[config.mk]
export PLATFORM = sky130hd
export DESIGN_NAME = ewma_volatility_ratio_detector
export DESIGN_NICKNAME = d
export VERILOG_FILES = /design/src/rtl/core/evrd_pkg.sv /design/src/rtl/core/evrd_smul.sv /design/src/rtl/core/evrd_sqrt.sv /design/src/rtl/core/evrd_div.sv /design/src/rtl/core/ewma_volatility_ratio_detector.sv
export SDC_FILE = /design/constraint.sdc
export NUM_CORES = 2
export LEC_CHECK = 0
export BUFFER_PORTS_ARGS = -buffer_cell sky130_fd_sc_hd__buf_2
export CELL_PAD_IN_SITES_DETAIL_PLACEMENT = 1
export CELL_PAD_IN_SITES_GLOBAL_PLACEMENT = 1
export CORE_ASPECT_RATIO = 1.25
export CORE_UTILIZATION = 51
export CTS_BUF_LIST = sky130_fd_sc_hd__clkbuf_16
export CTS_CLUSTER_DIAMETER = 40
export DETAILED_ROUTE_END_ITERATION = 10
export HOLD_SLACK_MARGIN = 0.02
export PLACE_DENSITY_LB_ADDON = 0.12
export SYNTH_ARGS = -nofsm -noshare
export SYNTH_HDL_FRONTEND = slang
export SYNTH_SLANG_ARGS = --single-unit
[constraint.sdc]
create_clock -name i_clk -period 11.8 [get_ports i_clk]
set_clock_uncertainty 0.05 [all_clocks]
set_input_delay 0 -clock i_clk [delete_from_list [all_inputs] [get_ports i_clk]]
set_output_delay 0 -clock i_clk [all_outputs]
set_load 0.01 [all_outputs]
[src/rtl/core/evrd_pkg.sv]
package evrd_pkg;

    localparam int GUARD_BITS = 16;
    localparam int WEIGHT_W   = 17;
    localparam int OUT_W      = 24;
    localparam int CNT_W      = 32;
    localparam int CFG_IDX_W  = 3;
    localparam int CFG_DATA_W = 24;

    localparam logic [WEIGHT_W-1:0] WEIGHT_ONE = 17'd65536;
    localparam logic [OUT_W-1:0]    OUT_MAX    = 24'hFFFFFF;
    localparam logic [CNT_W-1:0]    CNT_MAX    = 32'hFFFFFFFF;

    // register indexes of the configuration port
    localparam logic [CFG_IDX_W-1:0] CFG_SHORT_WEIGHT   = 3'd0;
    localparam logic [CFG_IDX_W-1:0] CFG_LONG_WEIGHT    = 3'd1;
    localparam logic [CFG_IDX_W-1:0] CFG_WARMUP_SAMPLES = 3'd2;
    localparam logic [CFG_IDX_W-1:0] CFG_JUMP_THRESHOLD = 3'd3;

    localparam logic [WEIGHT_W-1:0] RST_SHORT_WEIGHT   = 17'd6554;
    localparam logic [WEIGHT_W-1:0] RST_LONG_WEIGHT    = 17'd655;
    localparam logic [15:0]         RST_WARMUP_SAMPLES = 16'd20;
    localparam logic [OUT_W-1:0]    RST_JUMP_THRESHOLD = 24'd32768;

endpackage

[src/rtl/core/evrd_smul.sv]
// Shift-and-add multiplier: signed A times unsigned B, one bit of B per cycle.
module evrd_smul #(
    parameter int A_W = 41,
    parameter int B_W = 17
) (
    input  logic                       i_clk,
    input  logic                       i_rst_n,
    input  logic                       i_start,
    input  logic signed [A_W-1:0]      i_a,
    input  logic        [B_W-1:0]      i_b,
    output logic                       o_done,
    output logic signed [A_W+B_W-1:0]  o_prod
);
    localparam int P_W   = A_W + B_W;
    localparam int CNT_W = $clog2(B_W + 1);

    logic signed [P_W-1:0] r_a;
    logic signed [P_W-1:0] r_acc;
    logic [B_W-1:0]        r_b;
    logic [CNT_W-1:0]      r_cnt;
    logic                  r_busy;
    logic                  r_done;

    always_ff @(posedge i_clk) begin
        if (!i_rst_n) begin
            r_busy <= 1'b0;
            r_done <= 1'b0;
            r_cnt  <= '0;
        end else begin
            r_done <= 1'b0;
            if (i_start) begin
                r_a    <= P_W'(i_a);
                r_b    <= i_b;
                r_acc  <= '0;
                r_cnt  <= CNT_W'(B_W);
                r_busy <= 1'b1;
            end else if (r_busy) begin
                if (r_b[0]) begin
                    r_acc <= r_acc + r_a;
                end
                r_a   <= r_a <<< 1;
                r_b   <= r_b >> 1;
                r_cnt <= r_cnt - CNT_W'(1);
                if (r_cnt == CNT_W'(1)) begin
                    r_busy <= 1'b0;
                    r_done <= 1'b1;
                end
            end
        end
    end

    assign o_done = r_done;
    assign o_prod = r_acc;
endmodule

[src/rtl/core/evrd_sqrt.sv]
// Restoring floor square root, one root bit per cycle.
module evrd_sqrt #(
    parameter int R_W = 24
) (
    input  logic             i_clk,
    input  logic             i_rst_n,
    input  logic             i_start,
    input  logic [2*R_W-1:0] i_rad,
    output logic             o_done,
    output logic [R_W-1:0]   o_root
);
    localparam int CNT_W = $clog2(R_W + 1);

    logic [2*R_W-1:0] r_rad;
    logic [R_W+1:0]   r_rem;
    logic [R_W-1:0]   r_root;
    logic [CNT_W-1:0] r_cnt;
    logic             r_busy;
    logic             r_done;

    logic [R_W+3:0] rem_sh;
    logic [R_W+3:0] trial;
    logic           ge;

    always_comb begin
        rem_sh = {r_rem, r_rad[2*R_W-1 -: 2]};
        trial  = {2'b00, r_root, 2'b01};
        ge     = rem_sh >= trial;
    end

    always_ff @(posedge i_clk) begin
        if (!i_rst_n) begin
            r_busy <= 1'b0;
            r_done <= 1'b0;
            r_cnt  <= '0;
        end else begin
            r_done <= 1'b0;
            if (i_start) begin
                r_rad  <= i_rad;
                r_rem  <= '0;
                r_root <= '0;
                r_cnt  <= CNT_W'(R_W);
                r_busy <= 1'b1;
            end else if (r_busy) begin
                r_rad <= r_rad << 2;
                if (ge) begin
                    r_rem  <= (R_W+2)'(rem_sh - trial);
                    r_root <= {r_root[R_W-2:0], 1'b1};
                end else begin
                    r_rem  <= (R_W+2)'(rem_sh);
                    r_root <= {r_root[R_W-2:0], 1'b0};
                end
                r_cnt <= r_cnt - CNT_W'(1);
                if (r_cnt == CNT_W'(1)) begin
                    r_busy <= 1'b0;
                    r_done <= 1'b1;
                end
            end
        end
    end

    assign o_done = r_done;
    assign o_root = r_root;
endmodule

[src/rtl/core/evrd_div.sv]
// Restoring divider, one quotient bit per cycle. Divisor must be non-zero.
module evrd_div #(
    parameter int N_W = 40,
    parameter int D_W = 24
) (
    input  logic           i_clk,
    input  logic           i_rst_n,
    input  logic           i_start,
    input  logic [N_W-1:0] i_num,
    input  logic [D_W-1:0] i_den,
    output logic           o_done,
    output logic [N_W-1:0] o_quot
);
    localparam int CNT_W = $clog2(N_W + 1);

    logic [N_W-1:0]   r_num;
    logic [D_W-1:0]   r_den;
    logic [D_W-1:0]   r_rem;
    logic [CNT_W-1:0] r_cnt;
    logic             r_busy;
    logic             r_done;

    logic [D_W:0] rem_sh;
    logic         ge;

    always_comb begin
        rem_sh = {r_rem, r_num[N_W-1]};
        ge     = rem_sh >= {1'b0, r_den};
    end

    always_ff @(posedge i_clk) begin
        if (!i_rst_n) begin
            r_busy <= 1'b0;
            r_done <= 1'b0;
            r_cnt  <= '0;
        end else begin
            r_done <= 1'b0;
            if (i_start) begin
                r_num  <= i_num;
                r_den  <= i_den;
                r_rem  <= '0;
                r_cnt  <= CNT_W'(N_W);
                r_busy <= 1'b1;
            end else if (r_busy) begin
                // dividend shifts out at the top, quotient shifts in at the bottom
                r_num <= {r_num[N_W-2:0], ge};
                r_rem <= ge ? D_W'(rem_sh - {1'b0, r_den}) : D_W'(rem_sh);
                r_cnt <= r_cnt - CNT_W'(1);
                if (r_cnt == CNT_W'(1)) begin
                    r_busy <= 1'b0;
                    r_done <= 1'b1;
                end
            end
        end
    end

    assign o_done = r_done;
    assign o_quot = r_num;
endmodule

[src/rtl/core/ewma_volatility_ratio_detector.sv]
// EWMA volatility ratio detector. One signed Q8.16 sample per transaction
// yields one result: short and long volatility (floor square roots of two
// exponentially weighted variances of the deviation from an exponential
// mean), their ratio in Q8.16 (1.0 when long volatility is zero), a regime
// change flag and saturating counters. Work on a sample is serial: the mean
// update, the squared deviation and the two variance updates (the latter in
// parallel) each run in a shift-add multiplier, then the two square roots run
// in parallel and then the ratio divider; each unit is started by a
// registered strobe and hands back a registered done flag. With long
// volatility zero the divider is skipped. A new sample is taken as soon as
// the previous result sits in the output register, even while that result is
// still stalled; a stalled result only holds the block in its last step.
// Configuration is written through a plain write port; write it only while
// the block is idle, the block itself does not enforce this.
module ewma_volatility_ratio_detector
    import evrd_pkg::*;
#(
    parameter int SAMPLE_BITS = 24,
    parameter int FRAC_BITS   = 16
) (
    input  logic                    i_clk,
    input  logic                    i_rst_n,
    input  logic                    i_cfg_we,
    input  logic [CFG_IDX_W-1:0]    i_cfg_idx,
    input  logic [CFG_DATA_W-1:0]   i_cfg_data,
    input  logic                    i_in_valid,
    output logic                    o_in_stall,
    input  logic signed [SAMPLE_BITS-1:0] i_sample,
    output logic                    o_out_valid,
    input  logic                    i_out_stall,
    output logic [OUT_W-1:0]        o_fast_sigma,
    output logic [OUT_W-1:0]        o_slow_sigma,
    output logic [OUT_W-1:0]        o_sigma_ratio,
    output logic                    o_regime_changed,
    output logic [OUT_W-1:0]        o_prior_ratio,
    output logic [CNT_W-1:0]        o_change_count,
    output logic [CNT_W-1:0]        o_sample_count
);
    localparam int SB    = SAMPLE_BITS;
    localparam int XS_W  = SB + GUARD_BITS;
    localparam int MA_W  = XS_W + 1;
    localparam int MP_W  = MA_W + WEIGHT_W;
    localparam int MAG_W = SB + 1;
    localparam int SP_W  = 2 * MAG_W + 1;
    localparam int V_W   = 2 * SB;
    localparam int VA_W  = V_W + 1;
    localparam int VP_W  = VA_W + WEIGHT_W;
    localparam int Q_W   = SB + FRAC_BITS;
    localparam int SAT_W = (Q_W > OUT_W) ? Q_W : OUT_W;
    localparam int RT_W  = (SB > OUT_W) ? SB : OUT_W;

    typedef enum logic [2:0] {
        S_IDLE, S_MEAN, S_DEV, S_SQ, S_VAR, S_ROOT, S_DIV, S_OUT
    } t_state;

    t_state r_state;

    logic [WEIGHT_W-1:0] r_ws, r_wl;
    logic [15:0]         r_warmup;
    logic [OUT_W-1:0]    r_thresh;

    logic signed [XS_W-1:0] r_xs;
    logic signed [XS_W-1:0] r_mean;
    logic [V_W-1:0]         r_svar, r_lvar;
    logic [V_W-1:0]         r_sq;
    logic [Q_W-1:0]         r_ratio;
    logic [OUT_W-1:0]       r_prev_ratio;
    logic                   r_seeded;
    logic [CNT_W-1:0]       r_samples, r_changes;

    logic r_st_mean, r_st_sq, r_st_var, r_st_root, r_st_div;

    logic                   r_out_valid;
    logic [OUT_W-1:0]       r_o_sv, r_o_lv, r_o_ratio, r_o_old;
    logic                   r_o_changed;
    logic [CNT_W-1:0]       r_o_changes, r_o_samples;

    // unit connections
    logic                   mean_done, sq_done, svar_done, lvar_done;
    logic                   sroot_done, lroot_done, div_done;
    logic signed [MA_W-1:0] mean_a;
    logic signed [MP_W-1:0] mean_prod;
    logic signed [MAG_W:0]  sq_a;
    logic signed [SP_W-1:0] sq_prod;
    logic signed [VA_W-1:0] svar_a, lvar_a;
    logic signed [VP_W-1:0] svar_prod, lvar_prod;
    logic [SB-1:0]          sroot, lroot;
    logic [Q_W-1:0]         quot;

    logic [WEIGHT_W-1:0]    ws_c, wl_c;
    logic signed [MP_W-1:0] mean_step;
    logic [XS_W-1:0]        mean_new;
    logic signed [XS_W:0]   dev_sum;
    logic signed [MAG_W-1:0] devq;
    logic [MAG_W-1:0]       mag;
    logic [V_W-1:0]         sq_sat;
    logic signed [VP_W-1:0] svar_step, lvar_step;
    logic [V_W-1:0]         svar_new, lvar_new;
    logic [SAT_W-1:0]       ratio_ext;
    logic [OUT_W-1:0]       ratio24;
    logic [RT_W-1:0]        sv_ext, lv_ext;
    logic [OUT_W-1:0]       sv24, lv24;
    logic [OUT_W-1:0]       jump;
    logic                   changed;
    logic                   out_free;

    always_comb begin
        ws_c = (r_ws > WEIGHT_ONE) ? WEIGHT_ONE : r_ws;
        wl_c = (r_wl > WEIGHT_ONE) ? WEIGHT_ONE : r_wl;

        // mean' = mean + round((xs - mean) * w / 2^16)
        mean_a    = MA_W'(r_xs) - MA_W'(r_mean);
        mean_step = (mean_prod + $signed(MP_W'(32768))) >>> GUARD_BITS;
        mean_new  = XS_W'(mean_step + MP_W'(r_mean));

        dev_sum = (XS_W+1)'(r_xs) - (XS_W+1)'(r_mean) + $signed((XS_W+1)'(32768));
        devq    = dev_sum[XS_W:GUARD_BITS];
        mag     = devq[MAG_W-1] ? MAG_W'(-devq) : MAG_W'(devq);
        sq_a    = $signed({1'b0, mag});

        sq_sat = (sq_prod[SP_W-1:V_W] != '0) ? '1 : sq_prod[V_W-1:0];

        svar_a    = $signed({1'b0, r_sq}) - $signed({1'b0, r_svar});
        lvar_a    = $signed({1'b0, r_sq}) - $signed({1'b0, r_lvar});
        svar_step = (svar_prod + $signed(VP_W'(32768))) >>> GUARD_BITS;
        lvar_step = (lvar_prod + $signed(VP_W'(32768))) >>> GUARD_BITS;
        svar_new  = V_W'(svar_step + $signed(VP_W'({1'b0, r_svar})));
        lvar_new  = V_W'(lvar_step + $signed(VP_W'({1'b0, r_lvar})));

        ratio_ext = SAT_W'(r_ratio);
        ratio24   = (ratio_ext > SAT_W'(OUT_MAX)) ? OUT_MAX : ratio_ext[OUT_W-1:0];
        sv_ext    = RT_W'(sroot);
        lv_ext    = RT_W'(lroot);
        sv24      = (sv_ext > RT_W'(OUT_MAX)) ? OUT_MAX : sv_ext[OUT_W-1:0];
        lv24      = (lv_ext > RT_W'(OUT_MAX)) ? OUT_MAX : lv_ext[OUT_W-1:0];

        jump    = (ratio24 >= r_prev_ratio) ? ratio24 - r_prev_ratio
                                            : r_prev_ratio - ratio24;
        changed = r_seeded && (r_samples >= CNT_W'(r_warmup)) && (jump > r_thresh);

        out_free = !r_out_valid || !i_out_stall;
    end

    evrd_smul #(.A_W(MA_W), .B_W(WEIGHT_W)) u_mean_mul (
        .i_clk(i_clk), .i_rst_n(i_rst_n), .i_start(r_st_mean),
        .i_a(mean_a), .i_b(ws_c), .o_done(mean_done), .o_prod(mean_prod)
    );

    evrd_smul #(.A_W(MAG_W+1), .B_W(MAG_W)) u_sq_mul (
        .i_clk(i_clk), .i_rst_n(i_rst_n), .i_start(r_st_sq),
        .i_a(sq_a), .i_b(mag), .o_done(sq_done), .o_prod(sq_prod)
    );

    evrd_smul #(.A_W(VA_W), .B_W(WEIGHT_W)) u_svar_mul (
        .i_clk(i_clk), .i_rst_n(i_rst_n), .i_start(r_st_var),
        .i_a(svar_a), .i_b(ws_c), .o_done(svar_done), .o_prod(svar_prod)
    );

    evrd_smul #(.A_W(VA_W), .B_W(WEIGHT_W)) u_lvar_mul (
        .i_clk(i_clk), .i_rst_n(i_rst_n), .i_start(r_st_var),
        .i_a(lvar_a), .i_b(wl_c), .o_done(lvar_done), .o_prod(lvar_prod)
    );

    evrd_sqrt #(.R_W(SB)) u_sroot (
        .i_clk(i_clk), .i_rst_n(i_rst_n), .i_start(r_st_root),
        .i_rad(r_svar), .o_done(sroot_done), .o_root(sroot)
    );

    evrd_sqrt #(.R_W(SB)) u_lroot (
        .i_clk(i_clk), .i_rst_n(i_rst_n), .i_start(r_st_root),
        .i_rad(r_lvar), .o_done(lroot_done), .o_root(lroot)
    );

    evrd_div #(.N_W(Q_W), .D_W(SB)) u_div (
        .i_clk(i_clk), .i_rst_n(i_rst_n), .i_start(r_st_div),
        .i_num({sroot, FRAC_BITS'(0)}), .i_den(lroot),
        .o_done(div_done), .o_quot(quot)
    );

    always_ff @(posedge i_clk) begin
        if (!i_rst_n) begin
            r_state      <= S_IDLE;
            r_ws         <= RST_SHORT_WEIGHT;
            r_wl         <= RST_LONG_WEIGHT;
            r_warmup     <= RST_WARMUP_SAMPLES;
            r_thresh     <= RST_JUMP_THRESHOLD;
            r_mean       <= '0;
            r_svar       <= '0;
            r_lvar       <= '0;
            r_prev_ratio <= '0;
            r_seeded     <= 1'b0;
            r_samples    <= '0;
            r_changes    <= '0;
            r_st_mean    <= 1'b0;
            r_st_sq      <= 1'b0;
            r_st_var     <= 1'b0;
            r_st_root    <= 1'b0;
            r_st_div     <= 1'b0;
            r_out_valid  <= 1'b0;
        end else begin
            r_st_mean <= 1'b0;
            r_st_sq   <= 1'b0;
            r_st_var  <= 1'b0;
            r_st_root <= 1'b0;
            r_st_div  <= 1'b0;

            if (i_cfg_we) begin
                unique case (i_cfg_idx)
                    CFG_SHORT_WEIGHT:   r_ws     <= i_cfg_data[WEIGHT_W-1:0];
                    CFG_LONG_WEIGHT:    r_wl     <= i_cfg_data[WEIGHT_W-1:0];
                    CFG_WARMUP_SAMPLES: r_warmup <= i_cfg_data[15:0];
                    CFG_JUMP_THRESHOLD: r_thresh <= i_cfg_data[OUT_W-1:0];
                    default: ;
                endcase
            end

            if (r_state == S_OUT && out_free) begin
                r_out_valid <= 1'b1;
            end else if (!i_out_stall) begin
                r_out_valid <= 1'b0;
            end

            unique case (r_state)
                S_IDLE: begin
                    if (i_in_valid) begin
                        r_xs      <= {i_sample, GUARD_BITS'(0)};
                        r_st_mean <= 1'b1;
                        r_state   <= S_MEAN;
                    end
                end
                S_MEAN: begin
                    if (mean_done) begin
                        r_mean  <= mean_new;
                        r_state <= S_DEV;
                    end
                end
                S_DEV: begin
                    r_st_sq <= 1'b1;
                    r_state <= S_SQ;
                end
                S_SQ: begin
                    if (sq_done) begin
                        r_sq     <= sq_sat;
                        r_st_var <= 1'b1;
                        r_state  <= S_VAR;
                    end
                end
                S_VAR: begin
                    if (svar_done && lvar_done) begin
                        r_svar    <= svar_new;
                        r_lvar    <= lvar_new;
                        r_st_root <= 1'b1;
                        r_state   <= S_ROOT;
                    end
                end
                S_ROOT: begin
                    if (sroot_done && lroot_done) begin
                        if (lroot == '0) begin
                            r_ratio <= Q_W'(1) << FRAC_BITS;
                            r_state <= S_OUT;
                        end else begin
                            r_st_div <= 1'b1;
                            r_state  <= S_DIV;
                        end
                    end
                end
                S_DIV: begin
                    if (div_done) begin
                        r_ratio <= quot;
                        r_state <= S_OUT;
                    end
                end
                S_OUT: begin
                    if (out_free) begin
                        r_o_sv      <= sv24;
                        r_o_lv      <= lv24;
                        r_o_ratio   <= ratio24;
                        r_o_changed <= changed;
                        r_o_old     <= r_seeded ? r_prev_ratio : '0;
                        r_o_samples <= (r_samples != CNT_MAX) ? r_samples + CNT_W'(1)
                                                              : r_samples;
                        if (changed && r_changes != CNT_MAX) begin
                            r_changes   <= r_changes + CNT_W'(1);
                            r_o_changes <= r_changes + CNT_W'(1);
                        end else begin
                            r_o_changes <= r_changes;
                        end
                        if (r_samples != CNT_MAX) begin
                            r_samples <= r_samples + CNT_W'(1);
                        end
                        r_prev_ratio <= ratio24;
                        r_seeded     <= 1'b1;
                        r_state      <= S_IDLE;
                    end
                end
                default: r_state <= S_IDLE;
            endcase
        end
    end

    assign o_in_stall       = (r_state != S_IDLE);
    assign o_out_valid      = r_out_valid;
    assign o_fast_sigma     = r_o_sv;
    assign o_slow_sigma     = r_o_lv;
    assign o_sigma_ratio    = r_o_ratio;
    assign o_regime_changed = r_o_changed;
    assign o_prior_ratio    = r_o_old;
    assign o_change_count   = r_o_changes;
    assign o_sample_count   = r_o_samples;
endmodule

* Word level (Yosys, flattened, before mapping)
Cells that the tools add are included. W data, S select, Z words.
Cells by class: magnitude comparators 11, div/mod/pow operators 0, mux-type cells 109, shift operators 0, equal/unequal tests 28, $mul 0, reduce and logical (&&, ||, !) cells 66, add/subtract/negate cells 29, bitwise logic cells 8
Operators with widths (number):
- $mux W66 | 8
- $mux W58 | 4
- $mux W40 | 5
- $mux W48 | 4
- $mux W51 | 3
- $mux W24 | 6
- $mux W17 | 8
- $add A66 B66 Y66 | 2
- $add A64 B17 Y64 const B | 2
- $mux W26 | 4
- $mux W25 | 4
- $sub A48 B48 Y49 | 2
- $add A48 B48 Y48 | 2
- $pmux W40 S2 | 1
- $sub A24 B24 Y24 | 3
- $add A32 B1 Y32 const B | 2
- $mux W32 | 2
- $ne A32 B32 Y1 const B | 2
- $mux W5 | 12
- $add A58 B58 Y58 | 1
- $add A56 B17 Y56 const B | 1
- $ge A28 B26 Y1 | 2
- $sub A26 B26 Y26 | 2
- $add A51 B51 Y51 | 1
- 38 further kinds | 168
Word-level totals: memories 0, ROM bits 0, bits in writable memories 0, bits of input ports 56, output and inout port bits 163, latch bits 0, bits in registers 1473

* Longest topological paths before layout
depth after elaboration 8, depth in mapped cells 37

* Cells and area by module
From an unflattened synthesis, not the netlist that was laid out.
Unflattened totals: cells, all modules 9867, area total of the unflattened synthesis 95719.3 um2
Modules (own cells, without submodules):
- ewma_volatility_ratio_detector | instances 1, sequential area each 14363.8 um2, area an instance 42147.9 um2, cells an instance 5019
- evrd_smul at u_lvar_mul ... | instances 2, sequential area each 4614.4 um2, area an instance 9858.2 um2, cells an instance 936
- evrd_sqrt | instances 2, sequential area each 3083.0 um2, area an instance 5851.9 um2, cells an instance 484
- evrd_smul at u_mean_mul | instances 1, sequential area each 4134.0 um2, area an instance 8787.2 um2, cells an instance 833
- evrd_smul at u_sq_mul | instances 1, sequential area each 3953.8 um2, area an instance 8130.3 um2, cells an instance 751
- evrd_div | instances 1, sequential area each 2802.7 um2, area an instance 5233.8 um2, cells an instance 424

* Worst setup path after synthesis
Ideal clock, no wire load.
path kind flip-flop to flip-flop, from register r_state[0], to register r_o_changes[0] (netlist: o_change_count[0]), enable pin, arrival time 7.902 ns, clock period less this slack 8.637 ns, library setup time 0.685 ns, buffers on the path 3, cell stages (with the launch flop) 7, setup slack 3.163 ns, path through dfxtp_1 -> clkbuf_1 -> nand3_1 -> nand2b_1 -> clkbuf_1 -> clkbuf_1 -> nor2_1
On the way: longest elaborated chain between the ends 2
RTL lines:
- from (decl) | line ewma_volatility_ratio_detector.sv:56 | t_state r_state;
- from (signal assigned) | line ewma_volatility_ratio_detector.sv:182 | r_state <= S_IDLE;
- from (signal assigned) | line ewma_volatility_ratio_detector.sv:228 | r_state <= S_MEAN;
- from (signal assigned) | line ewma_volatility_ratio_detector.sv:234 | r_state <= S_DEV;
- $eq A3 B3 Y1 | line ewma_volatility_ratio_detector.sv:223 | unique case (r_state)
- $reduce_and A3 Y1 (no source line)
- to (signal assigned) | line ewma_volatility_ratio_detector.sv:284 | r_o_changes <= r_changes + CNT_W'(1);
- to (signal assigned) | line ewma_volatility_ratio_detector.sv:286 | r_o_changes <= r_changes;
- to (decl) | line ewma_volatility_ratio_detector.sv:76 | logic [CNT_W-1:0] r_o_changes, r_o_samples;
Every way passes these cells. A chain may end at the register's enable or synchronous reset.

* Worst setup path after layout
from register r_ratio[36], to register r_o_changes[6] (netlist: o_change_count[6]) (data pin)
On the way: longest elaborated chain between the ends 8
RTL lines:
- from (decl) | line ewma_volatility_ratio_detector.sv:66 | logic [Q_W-1:0] r_ratio;
- from (signal assigned) | line ewma_volatility_ratio_detector.sv:259 | r_ratio <= Q_W'(1) << FRAC_BITS;
- from (signal assigned) | line ewma_volatility_ratio_detector.sv:269 | r_ratio <= quot;
- $gt A40 B24 Y1 (*) | line ewma_volatility_ratio_detector.sv:131 | ratio24 = (ratio_ext > SAT_W'(OUT_MAX)) ? OUT_MAX : ratio_ext[OUT_W-1:0];
- $mux W24 (*) | line ewma_volatility_ratio_detector.sv:131
- named net ratio24[2] | line ewma_volatility_ratio_detector.sv:100 | logic [OUT_W-1:0] ratio24;
- $sub A24 B24 Y24, or another cell as far along | line ewma_volatility_ratio_detector.sv:138 | : r_prev_ratio - ratio24;
- $mux W24 (*) | line ewma_volatility_ratio_detector.sv:137 | jump = (ratio24 >= r_prev_ratio) ? ratio24 - r_prev_ratio
- $gt A24 B24 Y1 (*) | line ewma_volatility_ratio_detector.sv:139 | changed = r_seeded && (r_samples >= CNT_W'(r_warmup)) && (jump > r_thresh);
- $logic_and A1 B1 Y1 (*) | line ewma_volatility_ratio_detector.sv:139
- $logic_and A1 B1 Y1 (*) | line ewma_volatility_ratio_detector.sv:282 | if (changed && r_changes != CNT_MAX) begin
- $mux W32 (*)
The timed path passes the listed nets; every way through them passes the cells marked *.

==> results.md <==
* Largest family of logic cells by synthesized area: simple AND/OR/NAND/NOR gates
* CP max stage cell: and2_1
* Fin. Hold Viols at 0
* IO buf count at 218
* Starting Density at 51.5%
* Fin crit period at 8290 ps
* Critical path's top delay family: compound AO/OA/AOI/OAI gates
* Pwr Total at roughly 13000 µW
* Sequential cell area at 40300 µm²
* Max Slew Vio Count at 0
* CTS tree: done
* Per-cell routed wire length at 23.1 µm
* Via density at ~6
* Crit path buf inv count at 3
* Critical path peak fanout at 26
* R2R cell count at 34
* Number of global-route vias before repair at just under 80000
* Logic gate share of total power at 3.8%
* Worst Max-Slew Pin Slew at 1300 ps
* Xor/xnor share of the synthesized area at 7.40%
* Ys async rst share at 0%
* Worst hold path cell count at 4
* Synth top area cells: edfxtp_1 (36%), ha_1 (9.1%), dfxtp_1 (7.8%), xnor2_1 (4.6%), a21oi_1 (3.8%)
* CP endpoint kind: flop
* Clock insertion delay at the later pin of the skew report at between 800 and 900 ps
* Synth Flop Type: edfxtp_1
* Synthesis-stage register bit count at 1461
* CTS sink cnt at about 1500
* R2r endpoint: o_change_count[6]
* Num rows at 173
* Crit-path most repeated cell: o21ai_0
* Setup tns final at 0 ps
* CP peak stage delay at 730 ps
* Syn nets at 10132
* Overflow after GRT at 0
* Post-synthesis mux area share at 4.27%
* DR iter-0 viols at 3818
* Synth Area in Simple Gates at 16.1%
* Area Overhead vs Synth at 12.8%
* Sw Share at 23.7%
* Clock slew at reported path FFs at 60 ps
* Antenna Nets Post-Route at 0
* Post-CTS sizing at 0
* Footprint of the multi-input gates at between 40000 and 50000 µm²
* Rel. slew slack at around an eighth
* Die area at 181000 µm²
* Placement Cell Area at 94900 µm²
* Power Density at between 100 and 150 nW/µm²
* Worst r2r src: r_ratio[36]
* Antenna violations before repair at 5
* CP Launch Type: flop
* H-tree depth at 4
* Seq/Total Area, Yosys at between 40% and 50%
* Post-DP HPWL at 205 mm
* Core area at 178000 µm²
* Fill cells at 19587
* Most common cell after layout, fill and taps aside: edfxtp_1
* First-pass detailed-route iteration total at 5
* First-pass GRT wire length at ~440 mm
* Mean Syn Cell Area at just under 10 µm²
* Synth area leader: edfxtp_1
* Design internal power at 9540 µW
* Synth Cell Area at approximately 92000 µm²
* Boundary pin count at 219
* Placer's final routability congestion estimate at 0.904
* Share of layout cells above drive strength 1 at 10.5%
* P_leak at between 0.04 and 0.05 µW
* Status: completed
* Clock network power share at 51.9%
* Nets at 10365
* Syn Inst Count at approximately 9400
* Synth Area in Compound Gates at 15.2%
* Worst Hold End: r_wl[6]
* Top-area cell type share of the netlist area at 36.1%
* Fin crit share at roughly 70%
* Clk buf depth at 3
* Pin count of the biggest net entering global routing at 147
* Max-Cap Viols at 0
* Worst path depth at 34
* Num CTS Buffers at 211
* CP required at 12340 ps
* Warning count from the yosys run at 0
* Hold Path Class: input pin to flop
* Chip Height at around 480 µm
* Critical path type: flop to flop
* RSZ-0062 raised after global routing: no
* Most frequent cells in the layout: edfxtp_1 (1103), nor2_1 (848), nand2_1 (801)
* GRT Resource Usage Total at between 30% and 40%
* Net switching power at 2970 µW
* Root Driver: clkbuf_16
* Detailed Route WL at 282 mm
* Register share of total power at 44.3%
* Setup Viol. Count Final at 0
* Adder-Cell Fraction of Synth Area at 9.37%
* Post-synth EDFFs at ~1100
* Vias at 73152
* Peak VDD IR at 146 µV
* Synth cell types at 101
* Arr. time, crit path at 8830 ps
* Fmax at ~120 MHz
* Die width at 381 µm
* Worst R2R Setup Slack at 3510 ps
* DRC Markers at 0
* Launch point of the worst hold path: i_cfg_data[6]
* Fin area at 103000 µm²
==> power groups by stage <==
stage               sequential, µW  clock, µW  combinational (µW)
floorplan                     5630          0                 302
global placement              5650          0                 412
finish                        5540       6490                 472
CTS                           5540       6570                 462
detailed placement            5650          0                 427
global route                  5540       6770                 509
==> area by class of cell <==
cell class / instances / area share, %
flip-flops and latches: 1461 / 39.0
inverters: 507 / 1.85
repair buffers: 405 / 2.74
multi-input cells: 7043 / 46.6
well taps: 2362 / 2.86
clock inverters: 184 / 1.71
clock buffers: 219 / 5.30
diodes: 4 / 0.00968
==> flip-flops by register name (all words and copies together), names as in the netlist, 48 cells and up <==
name               count
u_lvar_mul.o_prod     64
u_lvar_mul.r_a        64
u_svar_mul.o_prod     64
u_svar_mul.r_a        64
u_mean_mul.o_prod     56
u_mean_mul.r_a        56
u_sq_mul.o_prod       51
u_sq_mul.r_a          51
r_lvar                48
r_sq                  48
r_svar                48
u_lroot.r_rad         48
u_sroot.r_rad         48
==> synthesized netlist by cell type (150+ instances only) <==
library cell     n
edfxtp_1      1103
nor2_1         858
nand2_1        801
a21oi_1        700
ha_1           669
inv_1          507
xnor2_1        482
o21ai_0        384
a21o_1         360
dfxtp_1        358
clkbuf_1       351
nand3_1        291
xor2_1         287
mux2_2         271
nand2b_1       166
nor3_1         156
nor2b_1        150
==> worst max-delay path by stage <==
stage,start,end,slack (ps)
detailed placement,r_ratio[36],o_change_count[18],3600
floorplan,r_state[0],o_change_count[0],3160
global placement,r_ratio[36],o_change_count[18],3830
CTS,r_ratio[36],r_changes[20],3540
finish,r_ratio[36],o_change_count[6],3510
global route,r_ratio[36],o_change_count[6],2730
==> cells by family (layout without fill, tap and decap cells) <==
logic type	count (synthesis)	in the layout
and+or+nand+nor	3060	3060
xor gates and xnor gates	771	771
other	0	4
AOI/OAI and AO/OA	2175	2175
DFF	1461	1461
adders and majority gates	680	680
buffers and inverters	892	1315
muxes	357	357
==> metrics by stage <==
step	instances	setup slack, ps	hold slack, ps	util [%]
6_report	12185	3510	80.0	58.1
5_1_grt	12183	2730	59.5	58.1
4_1_cts	12181	3540	21.3	58.1
3_5_place_dp	11655	3600	129	53.3
3_3_place_gp	11655	3830	128	53.3
2_1_floorplan	9396	3160	48.9	-
==> worst min-delay path: cells and delay by family <==
kind                   cells  cell delay (ps)
AOI/OAI and AO/OA          1               70
buffers and inverters      2              740
and+or+nand+nor            1              100
==> metal layers <==
metal / GRT usage (%) / part of all wire (%)
met1: 35.2 / 40
met2: 56.6 / 52
met3: 3.71 / 3.2
met4: 13.4 / 4.3
met5: 0 / 0.0082
==> repair_timing <==
action | CTS | global route
setup buffers | 0 | 0
hold endpoints to repair | 177 | 0
hold buffers | 123 | 0
(Power assumes the default switching activity.)
